`src/rtl/touch_sweep_gesture_detector_defines.svh`:
```
// -----------------------------------------------------------------------------
// touch_sweep_gesture_detector_defines.svh
// Assertion macros shared by the sweep gesture detector.
// -----------------------------------------------------------------------------
`ifndef TOUCH_SWEEP_GESTURE_DETECTOR_DEFINES_SVH
`define TOUCH_SWEEP_GESTURE_DETECTOR_DEFINES_SVH

// Same-cycle implication, reset masked.
`define TSGD_ASSERT_IMPL(label, pre, post) \
    label: assert property (@(posedge i_clk) disable iff (!i_rst_n) (pre) |-> (post)) \
        else $error("tsgd assertion failed");

// Next-cycle implication, reset masked.
`define TSGD_ASSERT_NEXT(label, pre, post) \
    label: assert property (@(posedge i_clk) disable iff (!i_rst_n) (pre) |=> (post)) \
        else $error("tsgd assertion failed");

`endif

```
`src/rtl/tsgd_pkg.sv`:
```
// -----------------------------------------------------------------------------
// tsgd_pkg
// Types and constants of the touch sweep gesture detector.
// -----------------------------------------------------------------------------
package tsgd_pkg;

    // Coordinates are compared at 17 bits signed, wide enough for any
    // sign-extended 16-bit coordinate and for every threshold below.
    typedef logic signed [16:0] t_coord;

    // Event opcodes
    localparam logic [2:0] OP_X_POS     = 3'd0;
    localparam logic [2:0] OP_Y_POS     = 3'd1;
    localparam logic [2:0] OP_SLOT      = 3'd2;
    localparam logic [2:0] OP_TRACK_ID  = 3'd3;
    localparam logic [2:0] OP_PANEL_ON  = 3'd4;
    localparam logic [2:0] OP_PANEL_OFF = 3'd5;

    // Configuration register indexes
    localparam logic REG_WAKE_EN  = 1'b0;
    localparam logic REG_SLEEP_EN = 1'b1;

    // Tracking id meaning "finger released"
    localparam logic [15:0] TRACK_RELEASED = 16'hFFFF;

    // Panel geometry
    localparam t_coord Y_MAX   = 17'sd1280;
    localparam t_coord X_MAX   = 17'sd720;
    localparam t_coord Y_STRIP = Y_MAX - 17'sd100;
    localparam t_coord X_EDGE  = 17'sd160;
    localparam t_coord X_FAR   = X_MAX - X_EDGE;
    localparam t_coord XB0     = 17'sd430;
    localparam t_coord XB1     = XB0 - 17'sd300;
    localparam t_coord XB2     = XB0 - 17'sd70;
    localparam t_coord XB3     = XB0 + 17'sd60;
    localparam t_coord XB4     = X_MAX - 17'sd145;
    localparam t_coord XB5     = X_MAX - XB0;

    // Gesture progress handed to and from the sweep checker
    typedef struct packed {
        logic [1:0] fwd;
        logic [1:0] rev;
        logic       armed;
    } t_sweep_state;

    typedef struct packed {
        logic press;
        logic wake;
    } t_result;

endpackage

```
`src/rtl/tsgd_sweep_check.sv`:
```
// -----------------------------------------------------------------------------
// tsgd_sweep_check
// Checks one paired point against the forward and reverse sweep stages.
// -----------------------------------------------------------------------------
module tsgd_sweep_check (
    input  tsgd_pkg::t_coord       i_x,
    input  tsgd_pkg::t_coord       i_y,
    input  logic                   i_panel_off,
    input  tsgd_pkg::t_sweep_state i_state,
    output tsgd_pkg::t_sweep_state o_state,
    output logic                   o_hit
);

    logic fs0, fs1, ffin, rs0, rs1, rfin;
    logic f_b0, f_go, f_hit, armed_mid;
    logic r_b0, r_go, r_hit;

    always_comb begin
        if (i_panel_off) begin
            // wake: horizontal sweep either way
            fs0  = (i_x > 17'sd0) && (i_x < tsgd_pkg::XB1) && (i_y > 17'sd0);
            fs1  = (i_x > tsgd_pkg::XB1) && (i_x < tsgd_pkg::XB2) && (i_y > 17'sd0);
            ffin = (i_x > tsgd_pkg::XB2) && (i_y > 17'sd0) && (i_x > tsgd_pkg::X_FAR);
            rs0  = (i_x < tsgd_pkg::X_FAR) && (i_x > tsgd_pkg::XB2) && (i_y < tsgd_pkg::Y_MAX);
            rs1  = (i_x < tsgd_pkg::XB2) && (i_x > tsgd_pkg::XB1) && (i_y < tsgd_pkg::Y_MAX);
            rfin = (i_x < tsgd_pkg::XB1) && (i_x < tsgd_pkg::X_EDGE)
                && (i_y < tsgd_pkg::Y_MAX);
        end else begin
            // sleep: sweep along the bottom strip
            fs0  = (i_x < tsgd_pkg::X_FAR) && (i_x > tsgd_pkg::XB2)
                && (i_y > tsgd_pkg::Y_STRIP);
            fs1  = (i_x < tsgd_pkg::XB2) && (i_x > tsgd_pkg::XB1) && (i_y > tsgd_pkg::Y_STRIP);
            ffin = (i_x < tsgd_pkg::XB1) && (i_y > tsgd_pkg::Y_STRIP)
                && (i_x < tsgd_pkg::X_EDGE);
            rs0  = (i_x > tsgd_pkg::XB0) && (i_x < tsgd_pkg::XB3) && (i_y > tsgd_pkg::Y_STRIP);
            rs1  = (i_x > tsgd_pkg::XB3) && (i_x < tsgd_pkg::XB4) && (i_y > tsgd_pkg::Y_STRIP);
            rfin = (i_x > tsgd_pkg::XB4) && (i_y > tsgd_pkg::Y_STRIP) && (i_x > tsgd_pkg::XB5);
        end
    end

    // forward sweep goes first and may use up the arm
    assign f_b0      = i_state.fwd[0] | fs0;
    assign f_go      = f_b0 & (i_state.fwd[1] | fs1);
    assign f_hit     = f_go & ffin & i_state.armed;
    assign armed_mid = i_state.armed & ~f_hit;

    assign r_b0  = i_state.rev[0] | rs0;
    assign r_go  = r_b0 & (i_state.rev[1] | rs1);
    assign r_hit = r_go & rfin & armed_mid;

    assign o_state.fwd   = {i_state.fwd[1] | f_go, f_b0};
    assign o_state.rev   = {i_state.rev[1] | r_go, r_b0};
    assign o_state.armed = armed_mid & ~r_hit;
    assign o_hit         = f_hit | r_hit;

endmodule

```
`src/rtl/touch_sweep_gesture_detector.sv`:
```
// -----------------------------------------------------------------------------
// touch_sweep_gesture_detector
// Sweep-to-wake / sweep-to-sleep detector on a touch event stream.
// Input beat: opcode + event_value (i_valid / o_stall). Output beat:
// power_press + press_is_wake (o_valid / i_stall), exactly one per input beat.
// An accepted event's result is registered into the output register, or
// into the skid register, which takes one result while the output is
// stalled. One event per cycle is sustained while o_stall is low; the
// whole update is a single pass of compares between the state and result
// registers. o_stall rises only while the skid register is occupied.
// Reset (synchronous, active low) empties both registers, clears the stored
// point and stages, arms the detector, marks the panel on, and loads the
// enables with wake off and sleep on. Config writes are registered.
// -----------------------------------------------------------------------------
`include "touch_sweep_gesture_detector_defines.svh"

module touch_sweep_gesture_detector #(
    parameter int COORD_BITS = 16
) (
    input  logic               i_clk,
    input  logic               i_rst_n,
    // event channel
    input  logic               i_valid,
    output logic               o_stall,
    input  logic [2:0]         i_opcode,
    input  logic signed [15:0] i_event_value,
    // result channel
    output logic               o_valid,
    input  logic               i_stall,
    output logic               o_power_press,
    output logic               o_press_is_wake,
    // configuration
    input  logic               i_cfg_we,
    input  logic               i_cfg_index,
    input  logic               i_cfg_data
);

    // coordinate width actually stored (never more than the event field)
    localparam int CW = (COORD_BITS < 16) ? COORD_BITS : 16;

    // configuration
    logic r_wake_en, r_sleep_en;

    // gesture state
    logic signed [CW-1:0]   r_touch_x, n_touch_x;
    logic signed [CW-1:0]   r_touch_y, n_touch_y;
    logic                   r_x_seen, n_x_seen;
    logic                   r_y_seen, n_y_seen;
    logic                   r_panel_off, n_panel_off;
    tsgd_pkg::t_sweep_state r_sweep, n_sweep;

    // output register and skid
    logic              r_out_valid, r_skid_valid;
    tsgd_pkg::t_result r_out, r_skid, w_res;

    logic                   w_in_beat, w_out_beat, w_enabled, w_lift, w_pair, w_hit;
    logic signed [CW-1:0]   w_coord;
    logic signed [CW-1:0]   w_pt_x;
    logic signed [CW-1:0]   w_pt_y;
    tsgd_pkg::t_sweep_state w_chk_state;

    assign w_in_beat  = i_valid & ~o_stall;
    assign w_out_beat = r_out_valid & ~i_stall;
    assign w_coord    = i_event_value[CW-1:0];
    assign w_enabled  = r_panel_off ? r_wake_en : r_sleep_en;
    assign w_lift     = (i_opcode == tsgd_pkg::OP_SLOT)
                     || ((i_opcode == tsgd_pkg::OP_TRACK_ID)
                         && (i_event_value == tsgd_pkg::TRACK_RELEASED));
    // a point is ready once both halves have arrived, counting this beat
    assign w_pair     = (r_x_seen || (i_opcode == tsgd_pkg::OP_X_POS))
                     && (r_y_seen || (i_opcode == tsgd_pkg::OP_Y_POS));
    // point as it stands after this beat
    assign w_pt_x     = (i_opcode == tsgd_pkg::OP_X_POS) ? w_coord : r_touch_x;
    assign w_pt_y     = (i_opcode == tsgd_pkg::OP_Y_POS) ? w_coord : r_touch_y;

    tsgd_sweep_check u_check (
        .i_x         (tsgd_pkg::t_coord'(w_pt_x)),
        .i_y         (tsgd_pkg::t_coord'(w_pt_y)),
        .i_panel_off (r_panel_off),
        .i_state     (r_sweep),
        .o_state     (w_chk_state),
        .o_hit       (w_hit)
    );

    // next-state of the detector for the beat on the input
    always_comb begin
        n_touch_x   = r_touch_x;
        n_touch_y   = r_touch_y;
        n_x_seen    = r_x_seen;
        n_y_seen    = r_y_seen;
        n_panel_off = r_panel_off;
        n_sweep     = r_sweep;
        w_res       = '0;
        case (i_opcode)
            tsgd_pkg::OP_PANEL_ON:  n_panel_off = 1'b0;
            tsgd_pkg::OP_PANEL_OFF: n_panel_off = 1'b1;
            tsgd_pkg::OP_X_POS, tsgd_pkg::OP_Y_POS,
            tsgd_pkg::OP_SLOT, tsgd_pkg::OP_TRACK_ID: begin
                if (w_enabled) begin
                    if (w_lift) begin
                        // finger lifted: stages drop, a new press is allowed
                        n_sweep = '{fwd: 2'b00, rev: 2'b00, armed: 1'b1};
                    end else begin
                        if (i_opcode == tsgd_pkg::OP_X_POS) begin
                            n_touch_x = w_coord;
                            n_x_seen  = 1'b1;
                        end
                        if (i_opcode == tsgd_pkg::OP_Y_POS) begin
                            n_touch_y = w_coord;
                            n_y_seen  = 1'b1;
                        end
                        if (w_pair) begin
                            n_x_seen  = 1'b0;
                            n_y_seen  = 1'b0;
                            n_sweep   = w_chk_state;
                            w_res     = '{press: w_hit, wake: w_hit & r_panel_off};
                        end
                    end
                end
            end
            default: ;  // other events carry nothing for us
        endcase
    end

    // configuration writes
    always_ff @(posedge i_clk) begin
        if (!i_rst_n) begin
            r_wake_en  <= 1'b0;
            r_sleep_en <= 1'b1;
        end else if (i_cfg_we) begin
            unique case (i_cfg_index)
                tsgd_pkg::REG_WAKE_EN:  r_wake_en  <= i_cfg_data;
                tsgd_pkg::REG_SLEEP_EN: r_sleep_en <= i_cfg_data;
                default: ;
            endcase
        end
    end

    // detector state
    always_ff @(posedge i_clk) begin
        if (!i_rst_n) begin
            r_touch_x   <= '0;
            r_touch_y   <= '0;
            r_x_seen    <= 1'b0;
            r_y_seen    <= 1'b0;
            r_panel_off <= 1'b0;
            r_sweep     <= '{fwd: 2'b00, rev: 2'b00, armed: 1'b1};
        end else if (w_in_beat) begin
            r_touch_x   <= n_touch_x;
            r_touch_y   <= n_touch_y;
            r_x_seen    <= n_x_seen;
            r_y_seen    <= n_y_seen;
            r_panel_off <= n_panel_off;
            r_sweep     <= n_sweep;
        end
    end

    // output register with one skid slot; the skid only fills while the
    // output is held, and empties into the output as soon as it is taken
    always_ff @(posedge i_clk) begin
        if (!i_rst_n) begin
            r_out_valid  <= 1'b0;
            r_skid_valid <= 1'b0;
        end else begin
            if (r_skid_valid) begin
                if (w_out_beat) begin
                    r_skid_valid <= 1'b0;
                end
            end else if (w_in_beat) begin
                if (r_out_valid && i_stall) begin
                    r_skid_valid <= 1'b1;
                end
            end
            if (r_skid_valid) begin
                r_out_valid <= 1'b1;
            end else if (w_in_beat) begin
                r_out_valid <= 1'b1;
            end else if (w_out_beat) begin
                r_out_valid <= 1'b0;
            end
        end
    end

    always_ff @(posedge i_clk) begin
        if (r_skid_valid) begin
            if (w_out_beat) begin
                r_out <= r_skid;
            end
        end else if (w_in_beat) begin
            if (r_out_valid && i_stall) begin
                r_skid <= w_res;
            end else begin
                r_out <= w_res;
            end
        end
    end

    assign o_stall         = r_skid_valid;
    assign o_valid         = r_out_valid;
    assign o_power_press   = r_out.press;
    assign o_press_is_wake = r_out.wake;

    // checks
    `TSGD_ASSERT_IMPL(a_skid_needs_out, r_skid_valid, r_out_valid)
    `TSGD_ASSERT_IMPL(a_hit_needs_arm, w_in_beat && w_res.press, r_sweep.armed)
    `TSGD_ASSERT_NEXT(a_press_disarms, w_in_beat && w_res.press, !r_sweep.armed)
    `TSGD_ASSERT_IMPL(a_wake_only_off, w_in_beat && w_res.wake, r_panel_off && w_res.press)

endmodule
```
`config.mk`:
```
export PLATFORM = sky130hd
export DESIGN_NAME = touch_sweep_gesture_detector
export DESIGN_NICKNAME = d
export VERILOG_FILES = /design/src/rtl/tsgd_pkg.sv /design/src/rtl/tsgd_sweep_check.sv /design/src/rtl/touch_sweep_gesture_detector.sv
export VERILOG_INCLUDE_DIRS = /design/src /design/src/rtl
export SDC_FILE = /design/constraint.sdc
export NUM_CORES = 1
export LEC_CHECK = 0
export BUFFER_PORTS_ARGS = -buffer_cell sky130_fd_sc_hd__buf_2
export CORE_MARGIN = 2
export CORE_UTILIZATION = 50
export CTS_CLUSTER_DIAMETER = 120
export CTS_CLUSTER_SIZE = 10
export DETAILED_ROUTE_END_ITERATION = 16
export GPL_TIMING_DRIVEN = 0
export PLACE_DENSITY = 0.71
export SYNTH_ARGS = -nofsm -noshare
export SYNTH_HDL_FRONTEND = slang
export SYNTH_SLANG_ARGS = --single-unit
export TNS_END_PERCENT = 20
```
`constraint.sdc`:
```
create_clock -name i_clk -period 4.3 [get_ports i_clk]
set_clock_uncertainty 0.15 [all_clocks]
set_input_delay 0.215 -clock i_clk [delete_from_list [all_inputs] [get_ports i_clk]]
set_output_delay 0.215 -clock i_clk [all_outputs]
set_load 0.02 [all_outputs]
```
# --- Yosys cells after proc, flatten, opt, wreduce, memory -nomap -nowiden ---
# Index checks and enable logic that the tools add are counted.
classes:
  bitwise: 24
  magnitude_cmp: 17
  n_eq_ne: 8
  n_mux: 31
  reduce_logical: 44
op_table:
  columns: ["op", "n"]
  rows:
  - ["> comparator 16 x 10 -> 1 bit (second input constant)", 4]
  - ["> comparator 16 x 1 -> 1 bit (second input constant)", 2]
  - ["> comparator 16 x 11 -> 1 bit (second input constant)", 2]
  - ["< comparator 16 x 10 -> 1 bit (second input constant)", 2]
  - ["< comparator 16 x 11 -> 1 bit (second input constant)", 2]
  - ["< comparator 16 x 9 -> 1 bit (second input constant)", 2]
  - ["two-way mux 16 bit", 2]
  - ["logical AND 1 bit", 24]
  - ["two-way mux 1 bit", 18]
  - ["equality test 16 bit (second input constant)", 1]
  - ["> comparator 16 x 12 -> 1 bit (second input constant)", 1]
  - ["> comparator 16 x 9 -> 1 bit (second input constant)", 1]
  - ["< comparator 16 x 12 -> 1 bit (second input constant)", 1]
  - ["two-way mux 2 bit", 8]
  - ["AND 1 bit", 11]
  - ["two-way mux 5 bit", 2]
  - ["AND reduction 5 bit", 2]
  - ["nonzero test 2 bit", 5]
  - ["AND reduction 4 bit", 2]
  - ["bitwise OR 1 bit", 7]
  - ["equality test 3 x 2 -> 1 bit (second input constant)", 2]
  - ["equality test 3 bit (second input constant)", 2]
  - ["NOT 1 bit", 6]
  - ["AND reduction 2 bit", 3]
  - ["9 further kinds", 12]
word_totals:
  reg_bits: 48
  input_bits: 26
  word_cells: 140

# --- Logic depth before layout (Yosys ltp) ---
# Gate-level depths: netlist of run 1.
depth:
  ltp_word: 22
  mapped_depth: 11

# --- Modules after synthesis ---
# From an unflattened synthesis of run 1, not the netlist that was laid out.
unflattened:
  cells_unflattened: 359
  hier_area_um2: 3185.6
modules_own_cells:
  columns: ["module", "instances", "cells_per_inst", "area_per_inst_um2"]
  rows:
  - ["touch_sweep_gesture_detector", 1, 258, 2526.2]
  - ["tsgd_sweep_check", 1, 101, 659.4]

# --- Worst setup path after synthesis of run 1 ---
# Ideal clock, no wire load.
synth_path:
  path_kind: "in2reg"
  start: "input port i_opcode[1]"
  end: "register r_out (netlist bit o_power_press) (data pin)"
  arrival_time_ps: 2202
  setup_time_ps: 180
  path_slack_ps: 1768
  cell_stages: 10
  required_ps: 3970
  cell_sequence: "buf_6 -> nor3_4 -> buf_6 -> mux2i_1 -> nor2_1 -> a2111oi_2 -> a21oi_1 -> a22oi_2 -> a2bb2oi_2 -> o41ai_2"
synth_via:
  elab_chain_cells: 21
synth_rtl:
  columns: ["item", "line", "source"]
  rows:
  - ["start, declared", "touch_sweep_gesture_detector.sv:25", "input logic [2:0] i_opcode,"]
  - ["logical NOT 3 bit", "touch_sweep_gesture_detector.sv:70, touch_sweep_gesture_detector.sv:73, touch_sweep_gesture_detector.sv:94", null]
  - ["two-way mux 16 bit", null, null]
  - ["< comparator 16 x 11 -> 1 bit (tied with other cells)", "tsgd_sweep_check.sv:24, tsgd_sweep_check.sv:30", null]
  - ["logical AND 1 bit, on equally long branches (2 in a row)", null, null]
  - ["two-way mux 1 bit", "tsgd_sweep_check.sv:19", "if (i_panel_off) begin"]
  - ["bitwise OR 1 bit, on equally long branches", "tsgd_sweep_check.sv:42, tsgd_sweep_check.sv:43", null]
  - ["AND 1 bit", "tsgd_sweep_check.sv:43", "assign f_go = f_b0 & (i_state.fwd[1] | fs1);"]
  - ["AND 1 bit (2 in a row)", "tsgd_sweep_check.sv:44", "assign f_hit = f_go & ffin & i_state.armed;"]
  - ["[3 not listed]", null, null]
  - ["bitwise OR 1 bit", "tsgd_sweep_check.sv:54", "assign o_hit = f_hit | r_hit;"]
  - ["two-way mux 2 bit", "touch_sweep_gesture_detector.sv:112", "if (w_pair) begin"]
  - ["two-way mux 2 bit", "touch_sweep_gesture_detector.sv:100", "if (w_lift) begin"]
  - ["two-way mux 2 bit", "touch_sweep_gesture_detector.sv:99", "if (w_enabled) begin"]
  - ["two-way mux 2 bit (*)", "touch_sweep_gesture_detector.sv:94", "case (i_opcode)"]
  - ["two-way mux 2 bit (*)", "touch_sweep_gesture_detector.sv:190", "if (r_out_valid && i_stall) begin"]
  - ["two-way mux 2 bit (*)", "touch_sweep_gesture_detector.sv:189", "end else if (w_in_beat) begin"]
  - ["two-way mux 2 bit (*)", "touch_sweep_gesture_detector.sv:185", "if (r_skid_valid) begin"]
  - ["end signal, assigned", "touch_sweep_gesture_detector.sv:187", "r_out <= r_skid;"]
  - ["end signal, assigned", "touch_sweep_gesture_detector.sv:193", "r_out <= w_res;"]
  - ["end, declared", "touch_sweep_gesture_detector.sv:54", "tsgd_pkg::t_result r_out, r_skid, w_res;"]
# Mark *: on every way between the ends. The rest lies on a longest branch, timed or not. The select of a mux whose other input is x is not followed.
# A chain may end at the register's enable or synchronous reset.

# --- Final worst setup path of run 1 ---
layout_path:
  start: "register r_skid_valid (netlist: o_stall)"
  end: "register r_touch_y[12]"
layout_via:
  elab_chain_cells: 3
layout_rtl:
  columns: ["item", "line", "source"]
  rows:
  - ["start, declared", "touch_sweep_gesture_detector.sv:53", "logic r_out_valid, r_skid_valid;"]
  - ["start signal, assigned", "touch_sweep_gesture_detector.sv:163", "r_skid_valid <= 1'b0;"]
  - ["start signal, assigned", "touch_sweep_gesture_detector.sv:167", "r_skid_valid <= 1'b0;"]
  - ["start signal, assigned", "touch_sweep_gesture_detector.sv:171", "r_skid_valid <= 1'b1;"]
  - ["NOT 1 bit (no source line)", null, null]
  - ["AND 1 bit", "touch_sweep_gesture_detector.sv:62", "assign w_in_beat = i_valid & ~o_stall;"]
  - ["AND reduction 4 bit (no source line)", null, null]
  - ["end signal, assigned", "touch_sweep_gesture_detector.sv:150", "r_touch_y <= n_touch_y;"]
  - ["end, declared", "touch_sweep_gesture_detector.sv:46", "logic signed [CW-1:0] r_touch_y, n_touch_y;"]
# No other way between the ends.

==> run metrics, run 1 <==
Final Cell Area=3430 sq um; actual slew at the worst max-slew pin=0.894 ns; largest cells by area after synthesis=dfxtp_1, mux2i_1, nand2_1; Post-Syn Instances=379; Worst Setup End Kind=flop; initial antenna violation count=0; Vias per Instance=6.41; Final period util=0.670; RSZ-0062 raised after global routing=no; via count=3109; Mapped Area=3130 sq um; Switching Share=0.306; final max-slew violation count=0; Worst Path Class, Setup=flop to flop; Final Hold Viols=0; clk slew on worst S/H paths=0.10 ns; CP arrival=2.94 ns; static leakage=0.00121 uW; Setup violations, final=0; DP Cell Count=477; clk_lat worst skew=0.31 ns; Worst Hold Class=primary input to flop; setup TNS=0 ns; first-pass GRT wire length=14800 microns; number of distinct library cells after synthesis=70; Worst Path Max Fanout=10; Synth Flop Type=dfxtp_1; grt ovf=0; row count=28; DRC=0; Layout area overhead=9.58%; Rel. slew slack=0.402; die area=6920 sq um; share of cells above drive strength 1=0.137; htree depth=2; fin cells=485; Post-CTS Resized=0; outcome=finished clean; Routed WL per cell=18.7 microns; Initial Utilization=0.523; DRT iter0 DRCs=381; hold buffer count at CTS=0; Mapped Avg Cell Area=8.27 sq um; post-layout min period=2.88 ns; deepest clock path buffer count=2; synth warn=0; logic gate share of total power=0.185; startpoint types=flop; Reg power frac=0.509; EDFF count, synth=4; Post-Place Cell Area=3340 sq um; final net count=435; # Max-Cap Violations=0; Worst EP required=4.36 ns; ANT nets after route=0; Pwr Density=267 nW/um^2; port buffer count=23; root buf cell=clkbuf_8; cell taking the most area after synthesis=dfxtp_1; FMAX=0.347 GHz; Syn Nets=405; ys async rst share=0; Yosys reg bits=48; Psw=280 uW; dpl hpwl=6740 microns; Die H=83.2 microns; WL final=9090 microns; number of setup buffers added after CTS=0; flop2flop setup slack=1.42 ns; Tot GR Track Use=0.263; largest net degree at the start of global routing=17; Num CTS Buffers=5; Clk pwr share=0.306; CTS Sinks=48; Core Area=5990 sq um; Cell Int Power=636 uW; Antenna Diode Count=0; VDD IR-drop max=0.205 mV; drt first pass iters=6; Synth top area share=0.281; Die X=83.2 microns; Seq/Total Area, Yosys=0.319; Top Ports=30; GP Congestion=0.941; vias in the first global route=2840; CTS tree=done
-- flip-flops by register name, summed over array words and instances, names as in the netlist --
name             cells
r_touch_x           16
r_touch_y           16
o_press_is_wake      1
r_sleep_en           1
r_skid               2
r_y_seen             1
r_wake_en            1
r_sweep              5
o_power_press        1
o_stall              1
r_x_seen             1
r_panel_off          1
o_valid              1
-- worst paths after layout --
path / from / endpoint / cells after the start
setup / recovery: o_stall / r_touch_y[12] / 8
setup reg to reg: o_stall / r_touch_y[12] / 8
hold reg to reg: r_x_seen / r_x_seen / 2
hold / removal: i_stall / o_stall / 3
-- metal layers --
layer	vias up	wire length (microns)	global-route usage
met5	-	0	0
met2	157	4170	0.424
met3	22	687	0.0368
met4	0	164	0.0760
met1	1454	4070	0.366
li1	1476	-	-
-- layout by cell type, fill, tap and decap left out, types with 3 or more instances in the layout --
cell type  synthesis  layout
clkbuf_1          23      23
clkbuf_8           0       5
mux2i_1           23      23
o21ai_0           13      13
a21oi_1           12      12
nand2b_1           6       6
buf_6              4       4
inv_1              6       6
o211ai_1           5       5
nor2_1            21      21
and3_1             5       5
o211a_1            7       7
nor4_1            12      12
or4_1              3       3
dfxtp_1           44      44
edfxtp_1           4       4
nor3_1            11      11
nand4_1            7       7
nand2_1           38      38
o21ai_1            3       3
buf_2              2      25
o21a_1             3       3
nor2b_1           22      22
a21boi_0          13      13
o31ai_1            6       6
nor3b_1            4       4
nand3_1           25      25
-- cells in the mapped netlist (6+ instances only) --
library cell / count
o21ai_0: 13
o31ai_1: 6
a21boi_0: 13
a21oi_1: 12
dfxtp_1: 44
inv_1: 6
nor2b_1: 22
nand2b_1: 6
mux2i_1: 23
nor4_1: 12
o211a_1: 7
nor2_1: 21
nand3_1: 25
nor3_1: 11
nand2_1: 38
clkbuf_1: 23
nand4_1: 7
-- layout make-up --
type                    instances  area (sq um)
fillers                       549          2560
multi-input cells             294          1960
flip-flops and latches         48          1000
plain buffers                  31           153
repair buffers                 23           115
well taps                      75          93.8
clock buffers                   5          68.8
clock inverters                 3          22.5
inverters                       6          22.5
-- logic make-up (layout without fill, tap and decap cells) --
logic type             count (synthesis)  count (layout)  synth area share
and+or+nand+nor                      174             174             0.307
AOI/OAI and AO/OA                     96              96             0.240
DFF                                   48              48             0.319
buffers and inverters                 37              68            0.0559
muxes                                 24              24            0.0771
-- stage by stage --
step           power [uW]   util  hold slack (ns)  setup slack [ns]
2_1_floorplan         585      -            0.210              1.77
3_5_place_dp          642  0.558            0.296              1.23
5_1_grt               954  0.573           0.0446              1.16
4_1_cts               921  0.573           0.0149              1.38
6_report              916  0.573           0.0139              1.42
3_3_place_gp          641  0.558            0.291              1.17
-- power by group through the flow --
stage	Combinational, uW	Clock [uW]	Sequential, uW
6_report	169	280	467
5_1_grt	183	303	468
4_1_cts	166	289	466
3_5_place_dp	165	0	477
3_3_place_gp	165	0	476
2_1_floorplan	106	0	479
-- worst max-delay path: stages (launching register included) --
cell      delay (ns)
dfxtp_1         0.32
clkbuf_1        0.18
nand2b_1        0.22
nand2b_1        0.21
nand2b_1        0.21
nor2_1          0.69
buf_2           0.45
mux2i_1         0.26
nor2b_1         0.07
Power figures use the tool's default switching activity.
==> inputs of run 2 (changes only) <==
- clock period: 4.3 -> 3 ns (I/O delays scaled with it)
==> run metrics, run 2 (synthesized netlist as in run 1, its figures left out) <==
post-layout min period=2.89 ns; WL final=9390 microns (+3.3%); Regs by FF count=r_touch_x: 16 flops, r_touch_y: 16 flops, r_sweep: 5 flops; row count=28 (unchanged); Antenna Diode Count=0 (unchanged); Worst Path Max Fanout=5 (-5); final max-slew violation count=0 (unchanged); Worst Setup End Kind=flop; static leakage=0.00127 uW (+5.2%); initial antenna violation count=0 (unchanged); deepest clock path buffer count=2 (unchanged); CTS tree=done; htree depth=2 (unchanged); DP Cell Count=477 (unchanged); vias in the first global route=2899 (+2.1%); Layout area overhead=15.2%; Worst EP required=2.99 ns (-1.37 ns); most common cell after layout, fill and taps aside=dfxtp_1; CTS Sinks=48 (unchanged); VDD IR-drop max=0.303 mV (+48%); fill count=534 (-2.7%); startpoint types=primary input; CP arrival=2.88 ns (-0.06 ns); clk slew on worst S/H paths=0.10 ns (about the same); final net count=447 (+2.8%); Initial Utilization=0.523 (unchanged); grt ovf=0 (unchanged); actual slew at the worst max-slew pin=0.626 ns (-0.268 ns); Num CTS Buffers=5 (unchanged); Rel. slew slack=0.583 (+0.181); hold_ws=0.0101 ns (-0.00374 ns); clk_lat worst skew=0.31 ns (about the same); Vias per Instance=6.35 (-0.97%); Setup violations, final=0 (unchanged); FMAX=0.346 GHz; port buffer count=23 (unchanged); Die X=83.2 microns (unchanged); dpl hpwl=6740 microns (unchanged); Top Ports=30 (unchanged); Core Area=5990 sq um (unchanged); ANT nets after route=0 (unchanged); Worst Path Class, Setup=primary input to flop; share of cells above drive strength 1=0.161 (+0.0246); # Max-Cap Violations=0 (unchanged); met1 Use GR=0.374 (+0.00798); total power=1340 uW (+46%); Final period util=0.964; outcome=finished clean; GRT Max-Usage Layer=met2; first-pass GRT wire length=15100 microns (+2.6%); drt first pass iters=6 (unchanged); DRT iter0 DRCs=419 (+10%); die area=6920 sq um (unchanged); Pwr Density=370 nW/um^2 (+39%); GP Congestion=0.941 (unchanged); register area=1000 sq um (unchanged); root buf cell=clkbuf_8; via count=3155 (+1.5%); DRC=0 (unchanged); largest net degree at the start of global routing=17 (unchanged); Die H=83.2 microns (unchanged); most frequent cells in the layout=dfxtp_1, nand2_1, buf_2, nand3_1; Routed WL per cell=18.9 microns (+0.83%); met2 Usage GRT=0.441 (+0.0169); Worst Hold Class=primary input to flop; Final Hold Viols=0 (unchanged); multi-input logic area=2020 sq um (+3.3%); RSZ-0062 raised after global routing=yes; met3 GRT Util=0.0358 (-0.000994); Tot GR Track Use=0.270 (+0.00687); fin cells=497 (+2.5%)
==> run 2: cell type report <==
type / instances / share of cell area
multi-input cells: 294 / 0.560
plain buffers: 31 / 0.0423
clock buffers: 5 / 0.0191
clock inverters: 3 / 0.00624
inverters: 6 / 0.00624
repair buffers: 35 / 0.0631
well taps: 75 / 0.0260
flip-flops and latches: 48 / 0.277
==> run 2: layer usage <==
metal	vias to the layer above	share of wire
met1	1502	0.45
met3	27	0.067
met2	126	0.46
met4	0	0.021
li1	1500	-
met5	-	0
==> run 2: path summary, 6_finish.rpt <==
kind	endpoint	start	cells after the start	slack, ns
worst max register to register	o_press_is_wake	r_touch_x[6]	9	0.32
worst min-delay path	o_valid	i_rst_n	2	0.01
worst min register to register	r_x_seen	r_x_seen	2	0.32
worst max-delay path	r_skid[0]	i_event_value[12]	10	0.11
==> run 2: repair_timing <==
item                                   in CTS  in global routing
setup endpoints to repair                   0                  6
gates resized for setup                     0                 11
hold buffers                                9                  0
buffers inserted                            0                  3
endpoints found under the hold margin       7                  0
==> run 2: worst max-delay path, stage by stage <==
cell	delay, ns
dlygate4sd3_1	0.54
buf_2	0.16
or4_4	0.45
nor3_4	0.24
a22oi_2	0.15
a2111oi_4	0.40
a21oi_2	0.12
a22oi_2	0.26
a2bb2oi_2	0.13
nor4_2	0.28
==> run 2: power by group <==
part | switching, uW | internal [uW] | total, uW
sequential | 9.21 | 660 | 669
combinational | 164 | 97.4 | 262
clock | 239 | 166 | 405
==> run 2: stage by stage <==
stage / setup WS (ns) / cell area, sq um / utilization / setup TNS [ns]
3_3_place_gp: -0.0614 / 3340 / 0.558 / -0.0614
4_1_cts: 0.0299 / 3520 / 0.588 / 0
5_1_grt: -0.0243 / 3610 / 0.603 / -0.0243
2_1_floorplan: 0.533 / 3130 / - / 0
6_report: 0.107 / 3610 / 0.603 / 0
3_5_place_dp: -0.00401 / 3340 / 0.558 / -0.00401
